==> src/slex_pkg.sv <==
package slex_pkg;

   localparam int MAX_WORD_DEF = 32;
   localparam int QUEUE_DEPTH_DEF = 4;
   localparam int LEN_W = 6;
   localparam int LINE_W = 16;
   localparam int COL_W = 16;
   localparam int CHAR_W = 8;
   localparam int KIND_W = 5;

   localparam logic [KIND_W-1:0] KIND_EXIT       = 5'd0;
   localparam logic [KIND_W-1:0] KIND_VAR        = 5'd1;
   localparam logic [KIND_W-1:0] KIND_IF         = 5'd2;
   localparam logic [KIND_W-1:0] KIND_ELSE       = 5'd3;
   localparam logic [KIND_W-1:0] KIND_IDENT      = 5'd4;
   localparam logic [KIND_W-1:0] KIND_INT        = 5'd5;
   localparam logic [KIND_W-1:0] KIND_LPAREN     = 5'd6;
   localparam logic [KIND_W-1:0] KIND_RPAREN     = 5'd7;
   localparam logic [KIND_W-1:0] KIND_LBRACE     = 5'd8;
   localparam logic [KIND_W-1:0] KIND_RBRACE     = 5'd9;
   localparam logic [KIND_W-1:0] KIND_PLUS       = 5'd10;
   localparam logic [KIND_W-1:0] KIND_MINUS      = 5'd11;
   localparam logic [KIND_W-1:0] KIND_STAR       = 5'd12;
   localparam logic [KIND_W-1:0] KIND_SLASH      = 5'd13;
   localparam logic [KIND_W-1:0] KIND_LT         = 5'd14;
   localparam logic [KIND_W-1:0] KIND_LE         = 5'd15;
   localparam logic [KIND_W-1:0] KIND_GT         = 5'd16;
   localparam logic [KIND_W-1:0] KIND_GE         = 5'd17;
   localparam logic [KIND_W-1:0] KIND_BANG       = 5'd18;
   localparam logic [KIND_W-1:0] KIND_NE         = 5'd19;
   localparam logic [KIND_W-1:0] KIND_ASSIGN     = 5'd20;
   localparam logic [KIND_W-1:0] KIND_EQ         = 5'd21;
   localparam logic [KIND_W-1:0] KIND_SEMI       = 5'd22;
   localparam logic [KIND_W-1:0] KIND_UNEXPECTED = 5'd23;
   localparam logic [KIND_W-1:0] KIND_TOO_LONG   = 5'd24;

   localparam logic [CHAR_W-1:0] CH_NL     = 8'h0A;
   localparam logic [CHAR_W-1:0] CH_SPACE  = 8'h20;
   localparam logic [CHAR_W-1:0] CH_BANG   = 8'h21;
   localparam logic [CHAR_W-1:0] CH_LPAREN = 8'h28;
   localparam logic [CHAR_W-1:0] CH_RPAREN = 8'h29;
   localparam logic [CHAR_W-1:0] CH_STAR   = 8'h2A;
   localparam logic [CHAR_W-1:0] CH_PLUS   = 8'h2B;
   localparam logic [CHAR_W-1:0] CH_MINUS  = 8'h2D;
   localparam logic [CHAR_W-1:0] CH_SLASH  = 8'h2F;
   localparam logic [CHAR_W-1:0] CH_SEMI   = 8'h3B;
   localparam logic [CHAR_W-1:0] CH_LT     = 8'h3C;
   localparam logic [CHAR_W-1:0] CH_EQUAL  = 8'h3D;
   localparam logic [CHAR_W-1:0] CH_GT     = 8'h3E;
   localparam logic [CHAR_W-1:0] CH_LBRACE = 8'h7B;
   localparam logic [CHAR_W-1:0] CH_RBRACE = 8'h7D;

   localparam logic [31:0] KW_EXIT = "exit";
   localparam logic [31:0] KW_VAR  = "var";
   localparam logic [31:0] KW_IF   = "if";
   localparam logic [31:0] KW_ELSE = "else";

   typedef enum logic [2:0] {
      PEND_NONE, PEND_SLASH, PEND_LT, PEND_GT, PEND_BANG, PEND_EQ
   } pend_type;

   typedef enum logic [1:0] {
      CMD_APPEND, CMD_EMIT, CMD_RUN
   } cmd_op_type;

   typedef enum logic [1:0] {
      BK_IDLE, BK_READ, BK_SEND
   } back_state_type;

   typedef struct packed {
      cmd_op_type          op;
      logic [KIND_W-1:0]   kind;
      logic [LINE_W-1:0]   line;
      logic [COL_W-1:0]    col;
      logic [CHAR_W-1:0]   ch;
      logic [LEN_W-1:0]    len;
      logic                last;
   } cmd_type;

   function automatic logic is_alpha(input logic [CHAR_W-1:0] c);
      return (c >= "a" && c <= "z") || (c >= "A" && c <= "Z");
   endfunction

   function automatic logic is_digit(input logic [CHAR_W-1:0] c);
      return c >= "0" && c <= "9";
   endfunction

   function automatic logic is_space(input logic [CHAR_W-1:0] c);
      return c == CH_SPACE || (c >= 8'd9 && c <= 8'd13);
   endfunction

   function automatic logic [KIND_W-1:0] single_kind(input pend_type p);
      case (p)
         PEND_LT:   return KIND_LT;
         PEND_GT:   return KIND_GT;
         PEND_BANG: return KIND_BANG;
         PEND_EQ:   return KIND_ASSIGN;
         default:   return KIND_SLASH;
      endcase
   endfunction

   function automatic logic [KIND_W-1:0] double_kind(input pend_type p);
      case (p)
         PEND_LT:   return KIND_LE;
         PEND_GT:   return KIND_GE;
         PEND_BANG: return KIND_NE;
         PEND_EQ:   return KIND_EQ;
         default:   return KIND_SLASH;
      endcase
   endfunction

   // true when character c at position pos matches keyword kw of length klen
   function automatic logic kw_step(input logic [31:0] kw, input logic [2:0] klen,
                                    input logic [LEN_W-1:0] pos,
                                    input logic [CHAR_W-1:0] c);
      logic [LEN_W-1:0] rel;
      logic [1:0]       idx;
      rel = LEN_W'(klen) - pos - LEN_W'(1);
      idx = rel[1:0];
      return (pos < LEN_W'(klen)) && (c == kw[{idx, 3'b000} +: 8]);
   endfunction

endpackage

==> src/source_text_lexer.sv <==
// Character-serial lexer: one source byte per req item, tokens out as rsp items.
// The front end takes a byte and turns it into up to three queued commands,
// one pushed per cycle while the queue has room; the next byte is taken once
// they are all in the queue. When the back end replays identifier or number
// text, each character is read from the word memory before it reaches the
// output register. Identifier and number tokens arrive as runs with text_last
// on the final character; batch_last marks the last item caused by one input
// byte.
module source_text_lexer #(
   parameter int MAX_WORD    = slex_pkg::MAX_WORD_DEF,
   parameter int QUEUE_DEPTH = slex_pkg::QUEUE_DEPTH_DEF
) (
   input  logic                         clock,
   input  logic                         reset,
   input  logic                         req_valid,
   output logic                         req_ready,
   input  logic [slex_pkg::CHAR_W-1:0]  req_character,
   input  logic                         req_source_end,
   output logic                         rsp_valid,
   input  logic                         rsp_ready,
   output logic [slex_pkg::KIND_W-1:0]  rsp_token_kind,
   output logic [slex_pkg::LINE_W-1:0]  rsp_line,
   output logic [slex_pkg::COL_W-1:0]   rsp_column,
   output logic [slex_pkg::CHAR_W-1:0]  rsp_text_char,
   output logic                         rsp_text_last,
   output logic                         rsp_batch_last
);

   logic              push_valid, push_ready, pop_valid, pop_ready;
   slex_pkg::cmd_type push_cmd, pop_cmd;

   slex_front #(.MAX_WORD(MAX_WORD)) u_front (
      .clock          (clock),
      .reset          (reset),
      .req_valid      (req_valid),
      .req_ready      (req_ready),
      .req_character  (req_character),
      .req_source_end (req_source_end),
      .push_valid     (push_valid),
      .push_cmd       (push_cmd),
      .push_ready     (push_ready)
   );

   slex_fifo #(.DEPTH(QUEUE_DEPTH)) u_fifo (
      .clock      (clock),
      .reset      (reset),
      .push_valid (push_valid),
      .push_cmd   (push_cmd),
      .push_ready (push_ready),
      .pop_valid  (pop_valid),
      .pop_cmd    (pop_cmd),
      .pop_ready  (pop_ready)
   );

   slex_back #(.MAX_WORD(MAX_WORD)) u_back (
      .clock          (clock),
      .reset          (reset),
      .cmd_valid      (pop_valid),
      .cmd            (pop_cmd),
      .cmd_ready      (pop_ready),
      .rsp_valid      (rsp_valid),
      .rsp_ready      (rsp_ready),
      .rsp_token_kind (rsp_token_kind),
      .rsp_line       (rsp_line),
      .rsp_column     (rsp_column),
      .rsp_text_char  (rsp_text_char),
      .rsp_text_last  (rsp_text_last),
      .rsp_batch_last (rsp_batch_last)
   );

   a_ready_idle: assert property (@(posedge clock) disable iff (reset)
      req_ready |-> !push_valid)
      else $error("front takes a byte while commands are still pending");

   a_push_hold: assert property (@(posedge clock) disable iff (reset)
      push_valid && !push_ready |=> push_valid && $stable(push_cmd))
      else $error("queued command lost while the queue is full");

   a_kind_range: assert property (@(posedge clock) disable iff (reset)
      rsp_valid |-> rsp_token_kind <= slex_pkg::KIND_TOO_LONG)
      else $error("token kind out of range");

   a_error_single: assert property (@(posedge clock) disable iff (reset)
      rsp_valid && (rsp_token_kind == slex_pkg::KIND_UNEXPECTED ||
                    rsp_token_kind == slex_pkg::KIND_TOO_LONG) |-> rsp_text_last)
      else $error("error item not marked as end of token");

endmodule

==> src/slex_front.sv <==
module slex_front #(
   parameter int MAX_WORD = slex_pkg::MAX_WORD_DEF
) (
   input  logic                        clock,
   input  logic                        reset,
   input  logic                        req_valid,
   output logic                        req_ready,
   input  logic [slex_pkg::CHAR_W-1:0] req_character,
   input  logic                        req_source_end,
   output logic                        push_valid,
   output slex_pkg::cmd_type           push_cmd,
   input  logic                        push_ready
);

   localparam int LW = slex_pkg::LEN_W;

   logic [LW-1:0]                wlen_ff, wlen_in;
   logic                         wnum_ff, wnum_in;
   logic                         m_exit_ff, m_exit_in, m_var_ff, m_var_in;
   logic                         m_if_ff, m_if_in, m_else_ff, m_else_in;
   slex_pkg::pend_type           pend_ff, pend_in;
   logic                         incom_ff, incom_in;
   logic                         halt_ff, halt_in;
   logic [slex_pkg::LINE_W-1:0]  line_ff, line_in;
   logic [slex_pkg::COL_W-1:0]   col_ff, col_in;
   logic [2:0]                   slot_valid_ff, slot_valid_in;
   slex_pkg::cmd_type            slot_ff [3];
   slex_pkg::cmd_type            slot_in [3];
   logic                         accept;

   function automatic slex_pkg::cmd_type make_cmd(
      input slex_pkg::cmd_op_type op, input logic [slex_pkg::KIND_W-1:0] kind,
      input logic [slex_pkg::LINE_W-1:0] line, input logic [slex_pkg::COL_W-1:0] col,
      input logic [slex_pkg::CHAR_W-1:0] ch, input logic [LW-1:0] len);
      slex_pkg::cmd_type r;
      r.op   = op;
      r.kind = kind;
      r.line = line;
      r.col  = col;
      r.ch   = ch;
      r.len  = len;
      r.last = 1'b0;
      return r;
   endfunction

   function automatic slex_pkg::cmd_type flush_cmd(
      input logic [LW-1:0] len, input logic num, input logic me, input logic mv,
      input logic mi, input logic ml, input logic [slex_pkg::LINE_W-1:0] line,
      input logic [slex_pkg::COL_W-1:0] col);
      logic [slex_pkg::KIND_W-1:0] k;
      logic                        hit;
      hit = 1'b1;
      k   = slex_pkg::KIND_EXIT;
      if (num) begin
         hit = 1'b0;
      end else if (me && len == LW'(4)) begin
         k = slex_pkg::KIND_EXIT;
      end else if (mv && len == LW'(3)) begin
         k = slex_pkg::KIND_VAR;
      end else if (mi && len == LW'(2)) begin
         k = slex_pkg::KIND_IF;
      end else if (ml && len == LW'(4)) begin
         k = slex_pkg::KIND_ELSE;
      end else begin
         hit = 1'b0;
      end
      if (hit) begin
         return make_cmd(slex_pkg::CMD_EMIT, k, line, col, '0, '0);
      end
      return make_cmd(slex_pkg::CMD_RUN,
                      num ? slex_pkg::KIND_INT : slex_pkg::KIND_IDENT,
                      line, col, '0, len);
   endfunction

   assign req_ready = (slot_valid_ff == 3'b000);
   assign accept    = req_valid && req_ready;
   assign push_valid = |slot_valid_ff;
   assign push_cmd   = slot_valid_ff[0] ? slot_ff[0] :
                       slot_valid_ff[1] ? slot_ff[1] : slot_ff[2];

   always_comb begin : classify
      logic [slex_pkg::CHAR_W-1:0] c;
      logic [slex_pkg::COL_W-1:0]  prev;
      logic                        done, newline, cont;
      logic [2:0]                  outs;
      c       = req_character;
      prev    = (col_ff == '0) ? '0 : col_ff - slex_pkg::COL_W'(1);
      done    = 1'b0;
      newline = 1'b0;
      cont    = 1'b0;
      wlen_in = wlen_ff;
      wnum_in = wnum_ff;
      m_exit_in = m_exit_ff;
      m_var_in  = m_var_ff;
      m_if_in   = m_if_ff;
      m_else_in = m_else_ff;
      pend_in  = pend_ff;
      incom_in = incom_ff;
      halt_in  = halt_ff;
      line_in  = line_ff;
      col_in   = col_ff;
      slot_valid_in = 3'b000;
      for (int i = 0; i < 3; i++) begin
         slot_in[i] = '0;
      end

      if (!halt_ff) begin
         if (incom_ff) begin
            if (c != slex_pkg::CH_NL) begin
               done = 1'b1;
            end else begin
               incom_in = 1'b0;
            end
         end else if (pend_ff != slex_pkg::PEND_NONE) begin
            pend_in = slex_pkg::PEND_NONE;
            if (pend_ff == slex_pkg::PEND_SLASH && c == slex_pkg::CH_SLASH) begin
               incom_in = 1'b1;
               done     = 1'b1;
            end else if (pend_ff != slex_pkg::PEND_SLASH && c == slex_pkg::CH_EQUAL) begin
               slot_valid_in[0] = 1'b1;
               slot_in[0] = make_cmd(slex_pkg::CMD_EMIT, slex_pkg::double_kind(pend_ff),
                                     line_ff, col_ff, '0, '0);
               done = 1'b1;
            end else begin
               slot_valid_in[0] = 1'b1;
               slot_in[0] = make_cmd(slex_pkg::CMD_EMIT, slex_pkg::single_kind(pend_ff),
                                     line_ff, prev, '0, '0);
            end
         end else if (wlen_ff != '0) begin
            cont = wnum_ff ? slex_pkg::is_digit(c)
                           : (slex_pkg::is_alpha(c) || slex_pkg::is_digit(c));
            if (cont) begin
               done = 1'b1;
               slot_valid_in[0] = 1'b1;
               if (wlen_ff >= LW'(MAX_WORD)) begin
                  slot_in[0] = make_cmd(slex_pkg::CMD_EMIT, slex_pkg::KIND_TOO_LONG,
                                        line_ff, col_ff, c, '0);
                  halt_in = 1'b1;
               end else begin
                  slot_in[0] = make_cmd(slex_pkg::CMD_APPEND, '0, line_ff, col_ff,
                                        c, wlen_ff);
                  wlen_in   = wlen_ff + LW'(1);
                  m_exit_in = m_exit_ff && slex_pkg::kw_step(slex_pkg::KW_EXIT, 3'd4, wlen_ff, c);
                  m_var_in  = m_var_ff && slex_pkg::kw_step(slex_pkg::KW_VAR, 3'd3, wlen_ff, c);
                  m_if_in   = m_if_ff && slex_pkg::kw_step(slex_pkg::KW_IF, 3'd2, wlen_ff, c);
                  m_else_in = m_else_ff && slex_pkg::kw_step(slex_pkg::KW_ELSE, 3'd4, wlen_ff, c);
               end
            end else begin
               slot_valid_in[0] = 1'b1;
               slot_in[0] = flush_cmd(wlen_ff, wnum_ff, m_exit_ff, m_var_ff, m_if_ff,
                                      m_else_ff, line_ff, prev);
               wlen_in = '0;
               wnum_in = 1'b0;
            end
         end

         if (!done) begin
            if (slex_pkg::is_alpha(c) || slex_pkg::is_digit(c)) begin
               slot_valid_in[1] = 1'b1;
               slot_in[1] = make_cmd(slex_pkg::CMD_APPEND, '0, line_ff, col_ff, c, '0);
               wlen_in   = LW'(1);
               wnum_in   = slex_pkg::is_digit(c);
               m_exit_in = slex_pkg::kw_step(slex_pkg::KW_EXIT, 3'd4, '0, c);
               m_var_in  = slex_pkg::kw_step(slex_pkg::KW_VAR, 3'd3, '0, c);
               m_if_in   = slex_pkg::kw_step(slex_pkg::KW_IF, 3'd2, '0, c);
               m_else_in = slex_pkg::kw_step(slex_pkg::KW_ELSE, 3'd4, '0, c);
            end else begin
               case (c)
                  slex_pkg::CH_LPAREN: begin
                     slot_valid_in[1] = 1'b1;
                     slot_in[1] = make_cmd(slex_pkg::CMD_EMIT, slex_pkg::KIND_LPAREN,
                                           line_ff, col_ff, '0, '0);
                  end
                  slex_pkg::CH_RPAREN: begin
                     slot_valid_in[1] = 1'b1;
                     slot_in[1] = make_cmd(slex_pkg::CMD_EMIT, slex_pkg::KIND_RPAREN,
                                           line_ff, col_ff, '0, '0);
                  end
                  slex_pkg::CH_LBRACE: begin
                     slot_valid_in[1] = 1'b1;
                     slot_in[1] = make_cmd(slex_pkg::CMD_EMIT, slex_pkg::KIND_LBRACE,
                                           line_ff, col_ff, '0, '0);
                  end
                  slex_pkg::CH_RBRACE: begin
                     slot_valid_in[1] = 1'b1;
                     slot_in[1] = make_cmd(slex_pkg::CMD_EMIT, slex_pkg::KIND_RBRACE,
                                           line_ff, col_ff, '0, '0);
                  end
                  slex_pkg::CH_PLUS: begin
                     slot_valid_in[1] = 1'b1;
                     slot_in[1] = make_cmd(slex_pkg::CMD_EMIT, slex_pkg::KIND_PLUS,
                                           line_ff, col_ff, '0, '0);
                  end
                  slex_pkg::CH_MINUS: begin
                     slot_valid_in[1] = 1'b1;
                     slot_in[1] = make_cmd(slex_pkg::CMD_EMIT, slex_pkg::KIND_MINUS,
                                           line_ff, col_ff, '0, '0);
                  end
                  slex_pkg::CH_STAR: begin
                     slot_valid_in[1] = 1'b1;
                     slot_in[1] = make_cmd(slex_pkg::CMD_EMIT, slex_pkg::KIND_STAR,
                                           line_ff, col_ff, '0, '0);
                  end
                  slex_pkg::CH_SEMI: begin
                     slot_valid_in[1] = 1'b1;
                     slot_in[1] = make_cmd(slex_pkg::CMD_EMIT, slex_pkg::KIND_SEMI,
                                           line_ff, col_ff, '0, '0);
                  end
                  slex_pkg::CH_SLASH: pend_in = slex_pkg::PEND_SLASH;
                  slex_pkg::CH_LT:    pend_in = slex_pkg::PEND_LT;
                  slex_pkg::CH_GT:    pend_in = slex_pkg::PEND_GT;
                  slex_pkg::CH_BANG:  pend_in = slex_pkg::PEND_BANG;
                  slex_pkg::CH_EQUAL: pend_in = slex_pkg::PEND_EQ;
                  slex_pkg::CH_NL:    newline = 1'b1;
                  default: begin
                     if (!slex_pkg::is_space(c)) begin
                        slot_valid_in[1] = 1'b1;
                        slot_in[1] = make_cmd(slex_pkg::CMD_EMIT,
                                              slex_pkg::KIND_UNEXPECTED,
                                              line_ff, col_ff, c, '0);
                        halt_in = 1'b1;
                     end
                  end
               endcase
            end
         end

         if (!halt_in) begin
            if (newline) begin
               if (line_ff != '1) begin
                  line_in = line_ff + slex_pkg::LINE_W'(1);
               end
               col_in = '0;
            end else if (col_ff != '1) begin
               col_in = col_ff + slex_pkg::COL_W'(1);
            end
         end
      end

      if (req_source_end) begin
         if (!halt_in) begin
            if (wlen_in != '0) begin
               slot_valid_in[2] = 1'b1;
               slot_in[2] = flush_cmd(wlen_in, wnum_in, m_exit_in, m_var_in, m_if_in,
                                      m_else_in, line_ff, col_ff);
            end else if (pend_in != slex_pkg::PEND_NONE) begin
               slot_valid_in[2] = 1'b1;
               slot_in[2] = make_cmd(slex_pkg::CMD_EMIT, slex_pkg::single_kind(pend_in),
                                     line_ff, col_ff, '0, '0);
            end
         end
         wlen_in  = '0;
         wnum_in  = 1'b0;
         pend_in  = slex_pkg::PEND_NONE;
         incom_in = 1'b0;
         halt_in  = 1'b0;
         line_in  = slex_pkg::LINE_W'(1);
         col_in   = '0;
      end

      for (int i = 0; i < 3; i++) begin
         outs[i] = slot_valid_in[i] && (slot_in[i].op != slex_pkg::CMD_APPEND);
      end
      slot_in[2].last = outs[2];
      slot_in[1].last = outs[1] && !outs[2];
      slot_in[0].last = outs[0] && !outs[1] && !outs[2];
   end

   always_ff @(posedge clock) begin
      if (reset) begin
         wlen_ff  <= '0;
         wnum_ff  <= 1'b0;
         pend_ff  <= slex_pkg::PEND_NONE;
         incom_ff <= 1'b0;
         halt_ff  <= 1'b0;
         line_ff  <= slex_pkg::LINE_W'(1);
         col_ff   <= '0;
         slot_valid_ff <= 3'b000;
      end else if (accept) begin
         wlen_ff  <= wlen_in;
         wnum_ff  <= wnum_in;
         pend_ff  <= pend_in;
         incom_ff <= incom_in;
         halt_ff  <= halt_in;
         line_ff  <= line_in;
         col_ff   <= col_in;
         slot_valid_ff <= slot_valid_in;
      end else if (push_valid && push_ready) begin
         if (slot_valid_ff[0]) begin
            slot_valid_ff[0] <= 1'b0;
         end else if (slot_valid_ff[1]) begin
            slot_valid_ff[1] <= 1'b0;
         end else begin
            slot_valid_ff[2] <= 1'b0;
         end
      end
   end

   always_ff @(posedge clock) begin
      if (accept) begin
         m_exit_ff <= m_exit_in;
         m_var_ff  <= m_var_in;
         m_if_ff   <= m_if_in;
         m_else_ff <= m_else_in;
         for (int i = 0; i < 3; i++) begin
            slot_ff[i] <= slot_in[i];
         end
      end
   end

endmodule

==> src/slex_fifo.sv <==
module slex_fifo #(
   parameter int DEPTH = slex_pkg::QUEUE_DEPTH_DEF
) (
   input  logic              clock,
   input  logic              reset,
   input  logic              push_valid,
   input  slex_pkg::cmd_type push_cmd,
   output logic              push_ready,
   output logic              pop_valid,
   output slex_pkg::cmd_type pop_cmd,
   input  logic              pop_ready
);

   localparam int PTR_W = (DEPTH > 1) ? $clog2(DEPTH) : 1;
   localparam int CNT_W = $clog2(DEPTH + 1);

   slex_pkg::cmd_type  data_ff [DEPTH];
   logic [PTR_W-1:0]   wr_ff, rd_ff;
   logic [CNT_W-1:0]   count_ff;
   logic               do_push, do_pop;

   assign push_ready = (count_ff != CNT_W'(DEPTH));
   assign pop_valid  = (count_ff != '0);
   assign pop_cmd    = data_ff[rd_ff];
   assign do_push    = push_valid && push_ready;
   assign do_pop     = pop_valid && pop_ready;

   always_ff @(posedge clock) begin
      if (reset) begin
         wr_ff    <= '0;
         rd_ff    <= '0;
         count_ff <= '0;
      end else begin
         if (do_push) begin
            wr_ff <= (wr_ff == PTR_W'(DEPTH - 1)) ? '0 : wr_ff + PTR_W'(1);
         end
         if (do_pop) begin
            rd_ff <= (rd_ff == PTR_W'(DEPTH - 1)) ? '0 : rd_ff + PTR_W'(1);
         end
         if (do_push && !do_pop) begin
            count_ff <= count_ff + CNT_W'(1);
         end else if (do_pop && !do_push) begin
            count_ff <= count_ff - CNT_W'(1);
         end
      end
   end

   always_ff @(posedge clock) begin
      if (do_push) begin
         data_ff[wr_ff] <= push_cmd;
      end
   end

endmodule

==> src/slex_back.sv <==
module slex_back #(
   parameter int MAX_WORD = slex_pkg::MAX_WORD_DEF
) (
   input  logic                         clock,
   input  logic                         reset,
   input  logic                         cmd_valid,
   input  slex_pkg::cmd_type            cmd,
   output logic                         cmd_ready,
   output logic                         rsp_valid,
   input  logic                         rsp_ready,
   output logic [slex_pkg::KIND_W-1:0]  rsp_token_kind,
   output logic [slex_pkg::LINE_W-1:0]  rsp_line,
   output logic [slex_pkg::COL_W-1:0]   rsp_column,
   output logic [slex_pkg::CHAR_W-1:0]  rsp_text_char,
   output logic                         rsp_text_last,
   output logic                         rsp_batch_last
);

   localparam int IDX_W = (MAX_WORD > 1) ? $clog2(MAX_WORD) : 1;
   localparam int LW = slex_pkg::LEN_W;

   slex_pkg::back_state_type    state_ff, state_in;
   slex_pkg::cmd_type           run_ff;
   logic [LW-1:0]               idx_ff;
   logic [slex_pkg::CHAR_W-1:0] data_ff;
   logic [slex_pkg::CHAR_W-1:0] mem [MAX_WORD];
   logic                        rsp_valid_ff;
   logic [slex_pkg::KIND_W-1:0] kind_ff;
   logic [slex_pkg::LINE_W-1:0] line_ff;
   logic [slex_pkg::COL_W-1:0]  col_ff;
   logic [slex_pkg::CHAR_W-1:0] ch_ff;
   logic                        tlast_ff, blast_ff;
   logic                        can_load, mem_we, mem_re, load_emit, load_char;
   logic                        start_run, run_end;

   assign can_load = !rsp_valid_ff || rsp_ready;
   assign run_end  = (idx_ff == run_ff.len - LW'(1));

   always_comb begin
      state_in = state_ff;
      case (state_ff)
         slex_pkg::BK_IDLE: begin
            if (cmd_valid && cmd.op == slex_pkg::CMD_RUN) begin
               state_in = slex_pkg::BK_READ;
            end
         end
         slex_pkg::BK_READ: state_in = slex_pkg::BK_SEND;
         slex_pkg::BK_SEND: begin
            if (can_load) begin
               state_in = run_end ? slex_pkg::BK_IDLE : slex_pkg::BK_READ;
            end
         end
         default: state_in = slex_pkg::BK_IDLE;
      endcase
   end

   always_comb begin
      cmd_ready = 1'b0;
      mem_we    = 1'b0;
      mem_re    = 1'b0;
      load_emit = 1'b0;
      load_char = 1'b0;
      start_run = 1'b0;
      case (state_ff)
         slex_pkg::BK_IDLE: begin
            case (cmd.op)
               slex_pkg::CMD_APPEND: begin
                  cmd_ready = 1'b1;
                  mem_we    = cmd_valid;
               end
               slex_pkg::CMD_EMIT: begin
                  cmd_ready = can_load;
                  load_emit = cmd_valid && can_load;
               end
               slex_pkg::CMD_RUN: begin
                  cmd_ready = 1'b1;
                  start_run = cmd_valid;
               end
               default: cmd_ready = 1'b1;
            endcase
         end
         slex_pkg::BK_READ: mem_re = 1'b1;
         slex_pkg::BK_SEND: load_char = can_load;
         default: ;
      endcase
   end

   always_ff @(posedge clock) begin
      if (reset) begin
         state_ff     <= slex_pkg::BK_IDLE;
         rsp_valid_ff <= 1'b0;
      end else begin
         state_ff <= state_in;
         if (load_emit || load_char) begin
            rsp_valid_ff <= 1'b1;
         end else if (rsp_ready) begin
            rsp_valid_ff <= 1'b0;
         end
      end
   end

   always_ff @(posedge clock) begin
      if (mem_we) begin
         mem[cmd.len[IDX_W-1:0]] <= cmd.ch;
      end
      if (mem_re) begin
         data_ff <= mem[idx_ff[IDX_W-1:0]];
      end
   end

   always_ff @(posedge clock) begin
      if (start_run) begin
         run_ff <= cmd;
         idx_ff <= '0;
      end else if (load_char) begin
         idx_ff <= idx_ff + LW'(1);
      end
      if (load_emit) begin
         kind_ff  <= cmd.kind;
         line_ff  <= cmd.line;
         col_ff   <= cmd.col;
         ch_ff    <= cmd.ch;
         tlast_ff <= 1'b1;
         blast_ff <= cmd.last;
      end else if (load_char) begin
         kind_ff  <= run_ff.kind;
         line_ff  <= run_ff.line;
         col_ff   <= run_ff.col;
         ch_ff    <= data_ff;
         tlast_ff <= run_end;
         blast_ff <= run_end && run_ff.last;
      end
   end

   assign rsp_valid      = rsp_valid_ff;
   assign rsp_token_kind = kind_ff;
   assign rsp_line       = line_ff;
   assign rsp_column     = col_ff;
   assign rsp_text_char  = ch_ff;
   assign rsp_text_last  = tlast_ff;
   assign rsp_batch_last = blast_ff;

endmodule
==> config.mk <==
export PLATFORM = sky130hd
export DESIGN_NAME = source_text_lexer
export DESIGN_NICKNAME = d
export VERILOG_FILES = /design/src/slex_pkg.sv /design/src/source_text_lexer.sv /design/src/slex_front.sv /design/src/slex_fifo.sv /design/src/slex_back.sv
export SDC_FILE = /design/constraint.sdc
export NUM_CORES = 1
export LEC_CHECK = 0
export ABC_AREA = 1
export ABC_CLOCK_PERIOD_IN_PS = 6400
export BUFFER_PORTS_ARGS = -buffer_cell sky130_fd_sc_hd__buf_4
export CAP_MARGIN = 10
export CELL_PAD_IN_SITES_DETAIL_PLACEMENT = 0
export CELL_PAD_IN_SITES_GLOBAL_PLACEMENT = 1
export CORE_ASPECT_RATIO = 2
export CORE_MARGIN = 2
export CORE_UTILIZATION = 51
export DETAILED_ROUTE_END_ITERATION = 8
export GPL_TIMING_DRIVEN = 0
export PLACE_DENSITY_LB_ADDON = 0.1
export SLEW_MARGIN = 10
export SYNTH_ARGS = -nofsm -noshare
export SYNTH_HDL_FRONTEND = slang
export SYNTH_SLANG_ARGS = --single-unit
==> constraint.sdc <==
create_clock -name clock -period 6.4 [get_ports clock]
set_clock_uncertainty 0.05 [all_clocks]
set_input_delay 0.32 -clock clock [delete_from_list [all_inputs] [get_ports clock]]
set_output_delay 0.32 -clock clock [all_outputs]
set_load 0.05 [all_outputs]
# ---- After elaboration in Yosys (flattened, before gate mapping)
# Memories as Yosys holds them, arrays and structs flattened. A register that Yosys moved wholly into a read port is not among the register bits.
# Index checks and enable logic that the tools add are counted.
dict set report word_totals {
  ff_bits 158
  latch_bits 0
  ram_bits 634
  romBits 0
  input_bits 13
  output_inout_bits 49
  wordCells 413
  n_memories 3
}
# memory depth word_bits rd rd_clocked_by_memory_dff wr line
set mem_list {}
lappend mem_list {u_back.mem 32 8 1 1 1 slex_back.sv:26} ;# logic [slex_pkg::CHAR_W-1:0] mem [MAX_WORD];
lappend mem_list {u_fifo.data_ff 4 54 1 1 1 slex_fifo.sv:17} ;# slex_pkg::cmd_type data_ff [DEPTH];
lappend mem_list {u_front.slot_ff 3 54 3 0 3 slex_front.sv:27} ;# slex_pkg::cmd_type slot_ff [3];
dict set report op_classes {
  add_sub_neg 16
  multipliers 0
  div_mod_pow 0
  magnitude_cmp 12
  eq_ne 55
  n_shift 4
  mux 217
  bitwise 0
  n_reduce_logical 75
}
# operator n
set op_table {}
lappend op_table {{$mux 54} 16}
lappend op_table {{$pmux 54 s9} 1}
lappend op_table {{$mux 16} 15}
lappend op_table {{$mux 53} 3}
lappend op_table {{$mux 1} 133}
lappend op_table {{$shiftx 32x6->8 const A} 4}
lappend op_table {{$mux 108} 1}
lappend op_table {{$eq 8x6->1 const B} 12}
lappend op_table {{$pmux 5 s4} 3}
lappend op_table {{$mux 6} 9}
lappend op_table {{$mux 52} 1}
lappend op_table {{$mux 5} 10}
lappend op_table {{$eq 8x7->1 const B} 5}
lappend op_table {{$logic_and 1x1->1} 36}
lappend op_table {{$add 16x1->16 const B} 2}
lappend op_table {{$eq 8x8->1} 4}
lappend op_table {{$ne 16x16->1 const B} 2}
lappend op_table {{$mux 3} 10}
lappend op_table {{$eq 6x2->1 const B} 4}
lappend op_table {{$mux 2} 10}
lappend op_table {{$reduce_bool 2->1} 9}
lappend op_table {{$ge 8x7->1 const B} 2}
lappend op_table {{$le 8x7->1 const B} 2}
lappend op_table {{$logic_not 16->1} 1}
lappend op_table {{other kinds (47)} 84}

# ---- Logic depth before layout (Yosys ltp)
dict set report logic_depth {
  word_depth 35
  ltp_mapped 23
}

# ---- Hierarchy
# Synthesis repeated with hierarchy kept, for this count alone.
dict set report unflattened {
  cells_unflattened 3208
  hier_area_um2 34011.4
}
# module n_inst cells_each area_each_um2 seq_area_each_um2
set by_module_without_submodules {}
lappend by_module_without_submodules {slex_back 1 1248 14554.0 10830.4}
lappend by_module_without_submodules {slex_front 1 1369 10975.5 5475.3}
lappend by_module_without_submodules {slex_fifo 1 591 8481.9 6666.4}

# ---- Least setup slack after synthesis
# Ideal clock, no wire load.
dict set report synth_path {
  path_kind {register -> register}
  startpoint {reg u_front.slot_valid_ff[1]}
  endpoint {reg u_front.line_ff[0] (netlist name)}
  setup_ps 118
  t_arrival_ps 5513
  t_required_ps 6232
  slack_ps 719
  stages_incl_launch_ff 11
  path_buffers 2
  path_cell_list {dfxtp_1 -> clkbuf_1 -> nor2_1 -> inv_1 -> nor2_1 -> nand2_1 -> clkinv_1 -> nand3_4 -> buf_4 -> xor2_1 -> nand2_1}
}
dict set report synth_via {
  elab_chain_cells 3
}
# item line
set synth_lines {}
lappend synth_lines {{start, declared} slex_front.sv:26} ;# logic [2:0] slot_valid_ff, slot_valid_in;
lappend synth_lines {{start signal, assigned} slex_front.sv:287} ;# slot_valid_ff <= slot_valid_in;
lappend synth_lines {{$logic_not 3->1} slex_front.sv:75} ;# assign req_ready = (slot_valid_ff == 3'b000);
lappend synth_lines {{net req_ready} source_text_lexer.sv:16} ;# output logic req_ready,
lappend synth_lines {{$logic_and 1x1->1} slex_front.sv:76} ;# assign accept = req_valid && req_ready;
lappend synth_lines {{net u_front.accept} slex_front.sv:29} ;# logic accept;
lappend synth_lines {{$reduce_and 5->1 (no source line)} -}
lappend synth_lines {{end signal, assigned} slex_front.sv:276} ;# line_ff <= slex_pkg::LINE_W'(1);
lappend synth_lines {{end signal, assigned} slex_front.sv:285} ;# line_ff <= line_in;
lappend synth_lines {{end, declared} slex_front.sv:24} ;# logic [slex_pkg::LINE_W-1:0] line_ff, line_in;
# The timed path passes the listed nets, and every way through them passes these cells.
# A chain may end at the register's enable or synchronous reset.

==> results.cfg <==
[run_status]
status = completed

[clock_network]
cts_resized = 0
root_buffer = clkbuf_16
clockBufferDepth = 3
h-tree-depth = 3
cts_buffers = 71
cts_sinks = 787
cts-hold-fix-buffers = 0
cts_setup_buffers = 0
path_clk_slew_ns = 0.07
insertion_delay_ns = 0.63
cts_tree = yes

[drt]
drc = 0
wl_per_cell_um = 21.41
wirelength_mm = 87.94
detail-route-antenna-nets = 0
firstDrtPassIters = 6
drt_iter0_drc = 2124
routed_via_density = 5.623
vias = 23090

[power_and_ir_drop]
p_int_mw = 10.64
power.share.clock = 0.267
p_per_area_nw_per_um2 = 432.3
p_leak_nw = 13.31
switchingPower_mw = 5.801
swShare = 0.3529
ir_drop_mv = 0.2812
pwr-share-comb = 0.305
seq_power_share = 0.427
total_power_mw = 16.44

[die]
ios = 62
die-area_um2 = 67890
die-height_um = 366.5
rows = 133
chipWidth_um = 185.2
core-area_um2 = 65400
start_util = 0.5123

[min_path]
min_from = rsp_ready
min-delay-path-class = in -> reg
min_path_cells = 4
hold_end = u_back.state_ff[1]

[synth]
yosysSeqAreaShare = 0.6856
synthFlopType = edfxtp_1
synthTopCellsByArea = edfxtp_1 65%, nand2_1 5.8%, nor2_1 4.7%
syn-cell-area_um2 = 33500
yosysTopAreaCell = edfxtp_1
synth_edf_count = 721
synth_top_area_frac = 0.6462
ys_ff_latch = 787
yosys_warnings = 0
syn-num-nets = 3052
yosys.cell_types.count = 54
synthArstFlopShare = 0
syn_area_per_cell_um2 = 11.09
syn-instance-count = 3022

[global_route]
grt_pass1_wl_mm = 132.9
gr-usage-met3 = 0.03634
overflow = 0
grt_usage = 0.2625
grt_pass1_vias = 22120
grt-busiest-layer = met2
met1_usage = 0.3635
grt_max_degree = 90
antenna_found_initial = 0
use_met2 = 0.4343

[placement]
routabilityCongestion = 0.9279
dpl_cell_area_um2 = 35640
dp_slack_ns = 2.273
dp_hpwl_mm = 61.10
port_buffers = 59

[sta]
relSlewSlack = 0.2111
maxSlewViolCount = 0
worst_pin_slew_ns = 1.183
period_share = 0.6463
fmax_ghz = 0.2418
hold_viol = 0
timing.final.ws_setup_ns = 2.264
period_minus_slack_ns = 4.136
setup_viol = 0
rsz0062_at_grt = no

[critical_path]
cp_cell_sequence = clkbuf_1 -> inv_1 -> ha_1 -> nand3_1 -> clkbuf_1 -> inv_1 -> a211oi_1 -> inv_1 -> clkbuf_1 -> nor2_1
cp_slowest_cell = a211oi_1
rrSetupSlack_ns = 2.26
r2r_end = u_front.slot_ff[0][42]
path_class = reg -> reg
crit_fanout = 10
cp-start-kind = register
cp.arrival_ns = 4.55
slowest_delay_ns = 0.81
crit_path_end_kind = register
timing.rr.start = u_front.wlen_ff[0]
cp.required_ns = 6.82
worstRegToRegCells = 10

[layout]
diodes = 0
final_nets = 3203
multi_input_area_um2 = 9350
fillers = 5511
design_area_um2 = 38030
area_growth_pct = 13.50
seqCellArea_um2 = 22970
drive_gt1_frac = 0.09288

[flow_run]
cap_violations = 0
## critical path: cells and delay by family (launching register included)
kind	cells	cell delay, ns
buf+inv	6	1.94
compound gates	1	0.81
simple gates	2	0.42
flops	1	0.39
fa+ha+maj	1	0.35
## cells by family (layout without fill, tap and decap cells)
family          after synthesis  in the layout  share of synthesized area
compound gates              540            540                    0.09202
xor+xnor                     34             34                   0.008888
fa+ha+maj                    17             17                   0.006573
buf+inv                     339            547                    0.03977
flops                       787            787                     0.6856
other cells                   1              1                  0.0001119
simple gates               1304           1304                     0.1670
## stage by stage
step	TNS, ns	util	cells	hold slack [ns]
floorplan	0	-	3022	0.4022
global placement	-144.56	0.5359	3958	0.4211
detailed placement	0	0.5450	3977	0.4271
CTS	0	0.5815	4107	0.002638
global route	0	0.5815	4107	0.05338
finish	0	0.5815	4107	0.04660
## worst max-delay path by stage
stage                        startpoint                endpoint  slack [ns]  depth (start not counted)
4_1_cts              u_front.wlen_ff[0]  u_front.slot_ff[0][40]        2.26                         10
5_1_grt              u_front.wlen_ff[0]  u_front.slot_ff[0][42]        1.93                         10
2_1_floorplan  u_front.slot_valid_ff[1]      u_front.line_ff[0]        0.72                         10
3_5_place_dp         u_front.wlen_ff[0]  u_front.slot_ff[0][45]        2.27                         10
3_3_place_gp   u_front.slot_valid_ff[1]      u_front.line_ff[0]       -1.26                         10
6_report             u_front.wlen_ff[0]  u_front.slot_ff[0][42]        2.26                         10
## sequential cells by signal (all words and copies together), names as in the netlist, 2 cells and up, named ones only
register	count
u_back.data_ff	8
u_back.idx_ff	6
u_back.mem	256
u_back.rsp_column	16
u_back.rsp_line	16
u_back.rsp_text_char	8
u_back.rsp_token_kind	5
u_back.run_ff	44
u_back.state_ff	2
u_fifo.count_ff	3
u_fifo.data_ff	216
u_fifo.rd_ff	2
u_fifo.wr_ff	2
u_front.col_ff	16
u_front.line_ff	16
u_front.pend_ff	3
u_front.slot_ff	147
u_front.slot_valid_ff	3
u_front.wlen_ff	6
## layer usage
| layer | vias to the layer above | share of wire |
|---|---|---|
| met1 | 11210 | 0.43 |
| met3 | 121 | 0.060 |
| met5 | - | 0 |
| met4 | 0 | 0.023 |
| li1 | 11010 | - |
| met2 | 760 | 0.49 |
## cell usage in the layout (no fill, tap or decap), types with 8 or more instances in the layout
cell type	synthesis	final
buf_12	0	11
nor4_1	12	12
edfxtp_1	721	721
o22ai_1	92	84
a211oi_1	10	10
a31oi_1	8	8
buf_4	4	63
nand3_1	175	175
ha_1	16	16
buf_1	13	12
inv_2	12	12
clkbuf_16	0	74
clkbuf_1	130	139
nor2_2	42	42
nor3_1	80	80
nand2_2	13	14
nand2_1	518	517
buf_16	0	8
bufinv_16	0	9
nand4_1	24	24
inv_1	162	162
clkinv_1	10	21
dfxtp_1	66	66
o221ai_1	27	27
xor2_1	28	28
o21ai_0	279	279
a21oi_1	87	87
nor2_1	423	418
o22ai_4	0	8
clkinv_2	0	13
## cells in the mapped netlist, types with 8 or more instances
master / count
edfxtp_1: 721
nand2_1: 518
inv_1: 162
inv_2: 12
nor4_1: 12
a21oi_1: 87
o21ai_0: 279
nand3_1: 175
nand4_1: 24
nor2_1: 423
xor2_1: 28
a31oi_1: 8
clkbuf_1: 130
nand2_2: 13
o221ai_1: 27
a211oi_1: 10
ha_1: 16
nor3_1: 80
nor2_2: 42
dfxtp_1: 66
buf_1: 13
o22ai_1: 92
clkinv_1: 10
## power groups by stage
| stage | registers, mW | logic (mW) | clock network (mW) |
|---|---|---|---|
| 2_1_floorplan | 7.65 | 2.35 | 0 |
| 3_3_place_gp | 7.26 | 4.54 | 0 |
| 3_5_place_dp | 7.14 | 5.00 | 0 |
| 4_1_cts | 7.03 | 5.02 | 4.45 |
| 5_1_grt | 7.08 | 5.43 | 4.62 |
| 6_report | 7.03 | 5.02 | 4.39 |
## final cells by class
| class | instances | share of cell area |
|---|---|---|
| clock buffers | 84 | 0.04995 |
| repair buffers | 78 | 0.02323 |
| plain buffers | 153 | 0.01652 |
| flip-flops and latches | 787 | 0.6041 |
| inverters | 186 | 0.01869 |
| multi-input cells | 1896 | 0.2459 |
| clock inverters | 46 | 0.01277 |
| well taps | 877 | 0.02886 |
(Power assumes the default switching activity.)
